[config.mk]
export PLATFORM = sky130hd
export DESIGN_NAME = rgbhsi_front
export DESIGN_NICKNAME = d
export VERILOG_FILES = /design/src/sv/rgbhsi_pkg.sv /design/src/sv/rgbhsi_front.sv
export SDC_FILE = /design/constraint.sdc
export NUM_CORES = 1
export LEC_CHECK = 0
export BUFFER_PORTS_ARGS = -buffer_cell sky130_fd_sc_hd__clkbuf_2
export CAP_MARGIN = 40
export CORE_ASPECT_RATIO = 1.1
export CORE_UTILIZATION = 42
export CTS_CLUSTER_SIZE = 30
export DETAILED_ROUTE_END_ITERATION = 10
export PLACE_DENSITY = 0.58
export SLEW_MARGIN = 15
export SYNTH_ARGS = -nofsm -noshare
export SYNTH_HDL_FRONTEND = slang
export SYNTH_SLANG_ARGS = --single-unit
[constraint.sdc]
create_clock -name aclk -period 8.6 [get_ports aclk]
set_input_delay 1.72 -clock aclk [delete_from_list [all_inputs] [get_ports aclk]]
set_output_delay 1.72 -clock aclk [all_outputs]
set_load 0.005 [all_outputs]
[src/sv/rgbhsi_pkg.sv]
// ----------------------------------------------------------------------------
// RGB to HSI package
// Pixel and result types, CORDIC constants and the arctangent table.
// ----------------------------------------------------------------------------
package rgbhsi_pkg;

    typedef struct packed {
        logic [7:0] red;
        logic [7:0] green;
        logic [7:0] blue;
    } pixel_t;

    typedef struct packed {
        logic [8:0] hue_deg;
        logic [6:0] sat_pct;
        logic [7:0] inten;
    } hsi_t;

    localparam int CORDIC_STEPS = 16;
    localparam int VEC_W        = 30;   // |x|,|y| < 2^28 over the whole run
    localparam int ANG_W        = 26;   // signed Q16 degrees, |z| < 2^25

    localparam logic [17:0] SQRT3_Q16 = 18'd113512;
    localparam logic signed [ANG_W-1:0] DEG90_Q16  = ANG_W'(90 * 65536);
    localparam logic signed [ANG_W-1:0] DEG180_Q16 = ANG_W'(180 * 65536);
    localparam logic [ANG_W-1:0]        DEG360_Q16 = ANG_W'(360 * 65536);

    typedef logic signed [VEC_W-1:0] vec_t;
    typedef logic signed [ANG_W-1:0] ang_t;

    typedef struct packed {
        vec_t x;
        vec_t y;
        ang_t z;
    } cordic_t;

    // Side-band carried alongside the vector through the pipeline.
    typedef struct packed {
        logic       hue_zero;   // gray or low saturation
        logic       b_gt_g;
        logic [6:0] sat_pct;
        logic [7:0] inten;
    } side_t;

    function automatic ang_t atan_q16(input logic [3:0] i);
        ang_t a;
        case (i)
            4'd0:  a = ANG_W'(2949120);
            4'd1:  a = ANG_W'(1740967);
            4'd2:  a = ANG_W'(919879);
            4'd3:  a = ANG_W'(466945);
            4'd4:  a = ANG_W'(234379);
            4'd5:  a = ANG_W'(117304);
            4'd6:  a = ANG_W'(58666);
            4'd7:  a = ANG_W'(29335);
            4'd8:  a = ANG_W'(14668);
            4'd9:  a = ANG_W'(7334);
            4'd10: a = ANG_W'(3667);
            4'd11: a = ANG_W'(1833);
            4'd12: a = ANG_W'(917);
            4'd13: a = ANG_W'(458);
            4'd14: a = ANG_W'(229);
            default: a = ANG_W'(115);
        endcase
        return a;
    endfunction

    // Arithmetic shift rounding toward zero (shift of the magnitude).
    function automatic vec_t shr_mag(input vec_t v, input logic [3:0] s);
        vec_t m;
        m = v[VEC_W-1] ? -v : v;
        m = m >>> s;
        return v[VEC_W-1] ? -m : m;
    endfunction

endpackage

[src/sv/rgbhsi_front.sv]
// ----------------------------------------------------------------------------
// RGB to HSI front end
// Sum, min/max, saturation and the CORDIC start vector over four stages.
// ----------------------------------------------------------------------------
module rgbhsi_front
    import rgbhsi_pkg::*;
(
    input  logic    aclk,
    input  logic    aresetn,
    input  logic    en,
    input  logic    in_valid,
    input  pixel_t  in_pix,
    output logic    out_valid,
    output cordic_t out_vec,
    output side_t   out_side
);

    // stage 1: sum, min, max, differences
    logic        v1_reg;
    logic [9:0]  sum1_reg;
    logic        gray1_reg, bgtg1_reg;
    logic [9:0]  diff1_reg;
    logic signed [9:0] x1_reg;
    logic [7:0]  gb1_reg;

    // stage 2: products
    logic        v2_reg;
    logic [9:0]  sum2_reg;
    logic        gray2_reg, bgtg2_reg;
    logic [16:0] d100_2_reg;
    logic signed [9:0] x2_reg;
    logic [25:0] y2_reg;
    logic [7:0]  inten2_reg;

    // stage 3: upper quotient bits and pre-rotation
    logic        v3_reg;
    logic [9:0]  sum3_reg;
    logic        gray3_reg, bgtg3_reg, hz3_reg;
    logic [2:0]  qhi3_reg;
    logic [16:0] rem3_reg;
    logic [7:0]  inten3_reg;
    cordic_t     vec3_reg;

    // stage 4: lower quotient bits
    logic        v4_reg;
    cordic_t     vec4_reg;
    side_t       side4_reg;

    logic [7:0] r, g, b, mn, mx;
    logic [9:0] sum;
    logic [2:0] q_hi;
    logic [3:0] q_lo;
    logic [16:0] rem_hi, rem_lo;
    vec_t x0, y0;

    assign r = in_pix.red;
    assign g = in_pix.green;
    assign b = in_pix.blue;
    assign sum = 10'(r) + 10'(g) + 10'(b);

    always_comb begin
        mn = r;
        mx = r;
        if (g < mn) mn = g;
        if (b < mn) mn = b;
        if (g > mx) mx = g;
        if (b > mx) mx = b;
    end

    // quotient floor(d100/sum) <= 100: restoring division, bits 6..4 here
    always_comb begin
        rem_hi = d100_2_reg;
        q_hi = '0;
        for (int k = 6; k >= 4; k--) begin
            if ((rem_hi >> k) >= 17'(sum2_reg)) begin
                rem_hi = rem_hi - (17'(sum2_reg) << k);
                q_hi[k-4] = 1'b1;
            end
        end
    end

    // remaining quotient bits 3..0
    always_comb begin
        rem_lo = rem3_reg;
        q_lo = '0;
        for (int k = 3; k >= 0; k--) begin
            if ((rem_lo >> k) >= 17'(sum3_reg)) begin
                rem_lo = rem_lo - (17'(sum3_reg) << k);
                q_lo[k] = 1'b1;
            end
        end
    end

    always_comb begin
        x0 = VEC_W'(x2_reg) <<< 16;
        y0 = VEC_W'(y2_reg);
    end

    always_ff @(posedge aclk) begin
        if (!aresetn) begin
            v1_reg <= 1'b0;
            v2_reg <= 1'b0;
            v3_reg <= 1'b0;
            v4_reg <= 1'b0;
        end else if (en) begin
            v1_reg <= in_valid;
            v2_reg <= v1_reg;
            v3_reg <= v2_reg;
            v4_reg <= v3_reg;
        end
    end

    always_ff @(posedge aclk) begin
        if (en) begin
            sum1_reg  <= sum;
            gray1_reg <= (mx == mn);
            bgtg1_reg <= (b > g);
            diff1_reg <= sum - 10'(3 * 10'(mn));
            x1_reg    <= 10'(signed'({2'b0, r, 1'b0})) - 10'(g) - 10'(b);
            gb1_reg   <= (g >= b) ? g - b : b - g;

            sum2_reg   <= sum1_reg;
            gray2_reg  <= gray1_reg;
            bgtg2_reg  <= bgtg1_reg;
            d100_2_reg <= 17'(diff1_reg) * 17'd100;
            x2_reg     <= x1_reg;
            y2_reg     <= 26'(gb1_reg) * 26'(SQRT3_Q16);
            // floor(sum/3) as sum*683 >> 11, exact for sum <= 765
            inten2_reg <= 8'((20'(sum1_reg) * 20'd683) >> 11);

            sum3_reg   <= sum2_reg;
            gray3_reg  <= gray2_reg;
            bgtg3_reg  <= bgtg2_reg;
            hz3_reg    <= gray2_reg || (d100_2_reg <= 17'(sum2_reg));
            qhi3_reg   <= q_hi;
            rem3_reg   <= rem_hi;
            inten3_reg <= inten2_reg;
            if (x0 < 0) begin
                vec3_reg.x <= y0;
                vec3_reg.y <= -x0;
                vec3_reg.z <= DEG90_Q16;
            end else begin
                vec3_reg.x <= x0;
                vec3_reg.y <= y0;
                vec3_reg.z <= '0;
            end

            side4_reg.hue_zero <= hz3_reg;
            side4_reg.b_gt_g   <= bgtg3_reg;
            side4_reg.sat_pct  <= gray3_reg ? 7'd0 : {qhi3_reg, q_lo};
            side4_reg.inten    <= inten3_reg;
            vec4_reg           <= vec3_reg;
        end
    end

    assign out_valid = v4_reg;
    assign out_vec   = vec4_reg;
    assign out_side  = side4_reg;

endmodule

# After elaboration in Yosys (flattened, before gate mapping)
# Index checks and enable logic that the tools add are counted.
# totals
output_inout_bits,104
wordCells,93
register_bits,329
# classes
eq_ne,1
add_sub_neg,14
n_lt_le_gt_ge,15
reduce_logical,1
multipliers,4
n_mux,19
# op_table
op,n
$mux W17,6
$mux W81,1
$mux W8,5
$neg A26 Y30,1
$lt A26 B1 Y1 const B,1
$gt A8 B8 Y1,3
$mul A8 B14 Y22 const B,1
$mul A10 B10 Y19 const B,1
$ge A17 B10 Y1,1
$le A17 B10 Y1,1
$sub A17 B11 Y17,1
$sub A17 B12 Y17,1
$sub A17 B13 Y17,1
$sub A17 B14 Y17,1
$sub A17 B15 Y17,1
$sub A17 B16 Y17,1
$ge A16 B10 Y1,1
$lt A8 B8 Y1,2
$sub A8 B8 Y8,2
$ge A15 B10 Y1,1
$mul A10 B5 Y15 const B,1
$ge A14 B10 Y1,1
$ge A13 B10 Y1,1
$ge A12 B10 Y1,1
11 further kinds,17

# Longest topological paths before layout
# logic_depth
word_depth,8
depth_mapped,46
depth_no_buf,43

# Worst setup path after synthesis
# Ideal clock, no wire load.
# synth_timing
path_kind,register -> register
startpoint,reg rem3_reg[3]
endpoint,"reg side4_reg, in the netlist out_side[8], data pin"
synth_period_minus_slack_ns,8.037
slack_ns,0.563
arrival_time_ns,7.774
stages_incl_launch_ff,44
cell_sequence,edfxtp_1 inv_1 ha_1 inv_1 fa_1 a21oi_1 o21ai_0 a211oi_2 nand2_1 o21ai_0 inv_1 ha_1 nor2b_1 o31a_1 nor4_1 o31ai_1 a21o_1 and3b_4 [8 not listed] a21oi_1 o21bai_1 a21oi_1 o21ai_0 nor2_1 nand4bb_1 buf_4 mux2_1 ha_1 a21boi_0 o21ai_0 a21oi_1 o21a_1 o21ai_0 a21oi_1 nor4_1 o21a_1 a31oi_1
# synth_between
elab_chain_cells,8
elab_cells_between_ends,11
# synth_rtl
element,line_no,rtl
"start, declared",rgbhsi_front.sv:40,logic [16:0] rem3_reg;
"start signal, assigned",rgbhsi_front.sv:136,rem3_reg <= rem_hi;
$sub A17 B13 Y17 / $ge A14 B10 Y1 (equally long branches),"rgbhsi_front.sv:88, rgbhsi_front.sv:87",
$mux W17 *,rgbhsi_front.sv:87,if ((rem_lo >> k) >= 17'(sum3_reg)) begin
$sub A17 B12 Y17 / $ge A15 B10 Y1 (equally long branches),"rgbhsi_front.sv:88, rgbhsi_front.sv:87",
$mux W17 *,rgbhsi_front.sv:87,
$sub A17 B11 Y17 / $ge A16 B10 Y1 (equally long branches),"rgbhsi_front.sv:88, rgbhsi_front.sv:87",
$mux W17 *,rgbhsi_front.sv:87,
$ge A17 B10 Y1 *,rgbhsi_front.sv:87,
$mux W1 *,rgbhsi_front.sv:87,
"end, declared",rgbhsi_front.sv:47,side_t side4_reg;
# Every way passes the cells marked *; elsewhere a longest branch is shown, timed or not.
# A chain may end at the register's enable or synchronous reset.

# Worst setup path in the final report
# Same ends and word-level chain as after synthesis.

==> metrics.txt <==
Clock Skew=34.2 ps; largest family of logic cells by synthesized area=adder cells; XOR/XNOR Fraction of Synth Area=5.13%; transition time of the tightest slew-check pin=1090 ps; most frequent cell on the critical path=o21ai_0; Hold Slack=411 ps; remaining global-route overflow=0; post-route design area=23,000 um2; Layout Nets=2,408; fin crit share=92.6%; endpoints failing hold=0; Site Rows=84; CTS sink count=269; CP max stage cell=fa_1; RD Place Congestion=0.933; RSZ-0062 raised after global routing=no; area of the multi-input gates=11,500 um2; global-route wire length before repair=67,000 um; CP Launch Type=register; Setup-failing EPs final=0; post-synthesis sequential area ratio=38.9%; DP HPWL=32,600 um; hold buffers post-CTS=0; Rel. slew slack=27.7%; Max Slew Vio Count=0; Clock Latency Late Sink=600 ps; Final Critical Period=7960 ps; Max Clk Rate=126 MHz; most numerous cell in the Yosys netlist=ha_1; Starting Density=42.9%; register area=8040 um2; number of antenna violations at the first check in global routing=0; EDFF count, synth=265; ANT nets after route=0; Ant. Diodes=0; die height=235 um; commonest cells in the netlist=ha_1 (293), edfxtp_1 (265), inv_1 (243), a21oi_1 (116), nor2_1 (100); Remaining DRCs=0; yosys warns=0; asr flop ratio synth=0%; top_reg_cell synth=edfxtp_1; DR iter-0 viols=601; CP arrival=8290 ps; Synth area leaders=edfxtp_1 (39%), ha_1 (18%), fa_1 (9.2%), inv_1 (4.4%), xnor2_1 (3.9%); Crit. End Element=register; clk slew on worst S/H paths=60 ps; Filler Cells Inserted=4,435; Post-Synth Simple-Gate Area=8.54%; Non-Filler Instances=2,660; status=finished clean; Synth Area in Adders=27.0%; Avg Cell Area, Syn=11.1 um2; #FFs+latches synth=269; Yosys top cell area share=38.6%; # IOs=132; Crit Path Class=reg -> reg; total track usage=16.9%; compound-cell area share of the yosys netlist=10.9%; first drt pass iteration count=4; CTS Root Cell=clkbuf_16; CTS tree=built; placed cells=2,602; Mapped Area=20,600 um2; Crit Path Max Fanout=9; Clock H-tree levels=1; DR WL/cell=15.6 um; mux contribution to synthesized area=3.21%; setup_tns=0 ps; required time of the critical path=8930 ps; unique cell type count in the Yosys netlist=74; Area Overhead vs Synth=11.3%; post-DR vias/cell=5.03; total number of vias=13.4k; Num CTS Buffers=30; largest net degree at the start of global routing=165; cell count after synthesis=1,857; CTS Buffer Depth=3; Worst Hold Class=reg -> reg; crit-path max cell delay=410 ps; layout cells sized above 1=11.8%; max cap viols=0; Synth area leader=edfxtp_1; Chip Width=213 um; final WL=41,600 um; vias in the first global route=13.2k; PortBufs=103; Core ar.=48,100 um2; Post-DP Area=21,900 um2; die area=50,000 um2
logic make-up (layout without fill, tap and decap cells):
kind of cell / after synthesis / in the layout
adder cells (fa/ha/maj): 388 / 388
AO/OA/AOI/OAI: 358 / 358
AND/OR/NAND/NOR: 356 / 356
buffers and inverters: 303 / 429
flip-flops: 269 / 269
XOR/XNOR: 121 / 121
multiplexers: 61 / 61
other: 1 / 33
metrics by stage:
stage	util, %	worst slack (ps)
finish	47.7	640
global route	47.7	43.4
CTS	47.5	84.1
detailed placement	45.5	117
global placement	45.5	327
floorplan	-	563
layout make-up:
| class | instances | share of cell area, % |
|---|---|---|
| Clock buffer | 34 | 3.33 |
| Clock inverter | 21 | 0.931 |
| Inverter | 244 | 3.99 |
| Multi-Input combinational cell | 1317 | 50.0 |
| Sequential cell | 269 | 35.0 |
| Tap cell | 645 | 3.51 |
| Timing Repair Buffer | 130 | 3.22 |
worst max-delay path: cells and delay by family, from the launching register on:
family	cells	cell delay, ps
buffers and inverters	4	450
adders and majority gates	5	1590
and+or+nand+nor	11	1440
AOI/OAI and AO/OA	22	3470
muxes	1	360
DFF	1	400
layer usage:
layer  global-route usage [%]  wire length, um
met1                     22.6            19300
met2                     28.2            19500
met3                     2.07             1600
met4                     5.71             1190
met5                        0                0
timing repair:
item | CTS | global route
setup buffers | 0 | 3
resized for setup | 0 | 21
endpoints found under the setup margin | 0 | 13
final timing paths:
kind | start | endpoint | slack [ps] | cells past startpoint
min reg2reg | vec3_reg[53] | out_vec[53] | 410 | 0
max | rem3_reg[3] | out_side[8] | 640 | 43
min | vec3_reg[53] | out_vec[53] | 410 | 0
max reg2reg | rem3_reg[3] | out_side[8] | 640 | 43
cell usage in the layout (no fill, tap or decap), drive strengths merged, types with 15 or more instances in the layout:
| cell type | synthesis | layout |
|---|---|---|
| ha | 293 | 293 |
| edfxtp | 265 | 265 |
| inv | 243 | 245 |
| clkbuf | 18 | 136 |
| a21oi | 121 | 121 |
| nor2 | 101 | 101 |
| fa | 95 | 95 |
| xnor2 | 92 | 92 |
| nand2 | 84 | 84 |
| o21ai | 83 | 83 |
| nor2b | 45 | 45 |
| a21o | 38 | 38 |
| conb | 1 | 33 |
| mux2i | 33 | 33 |
| xor2 | 29 | 29 |
| buf | 41 | 28 |
| mux2 | 28 | 28 |
| o21bai | 24 | 24 |
| nand2b | 21 | 21 |
| nor3 | 21 | 21 |
| o21a | 18 | 18 |
| and2 | 18 | 18 |
| nand3 | 16 | 16 |
| clkinv | 1 | 15 |
Power is not shown: default switching activity piles up to over one toggle a cycle in this logic, so the estimate is an artifact.
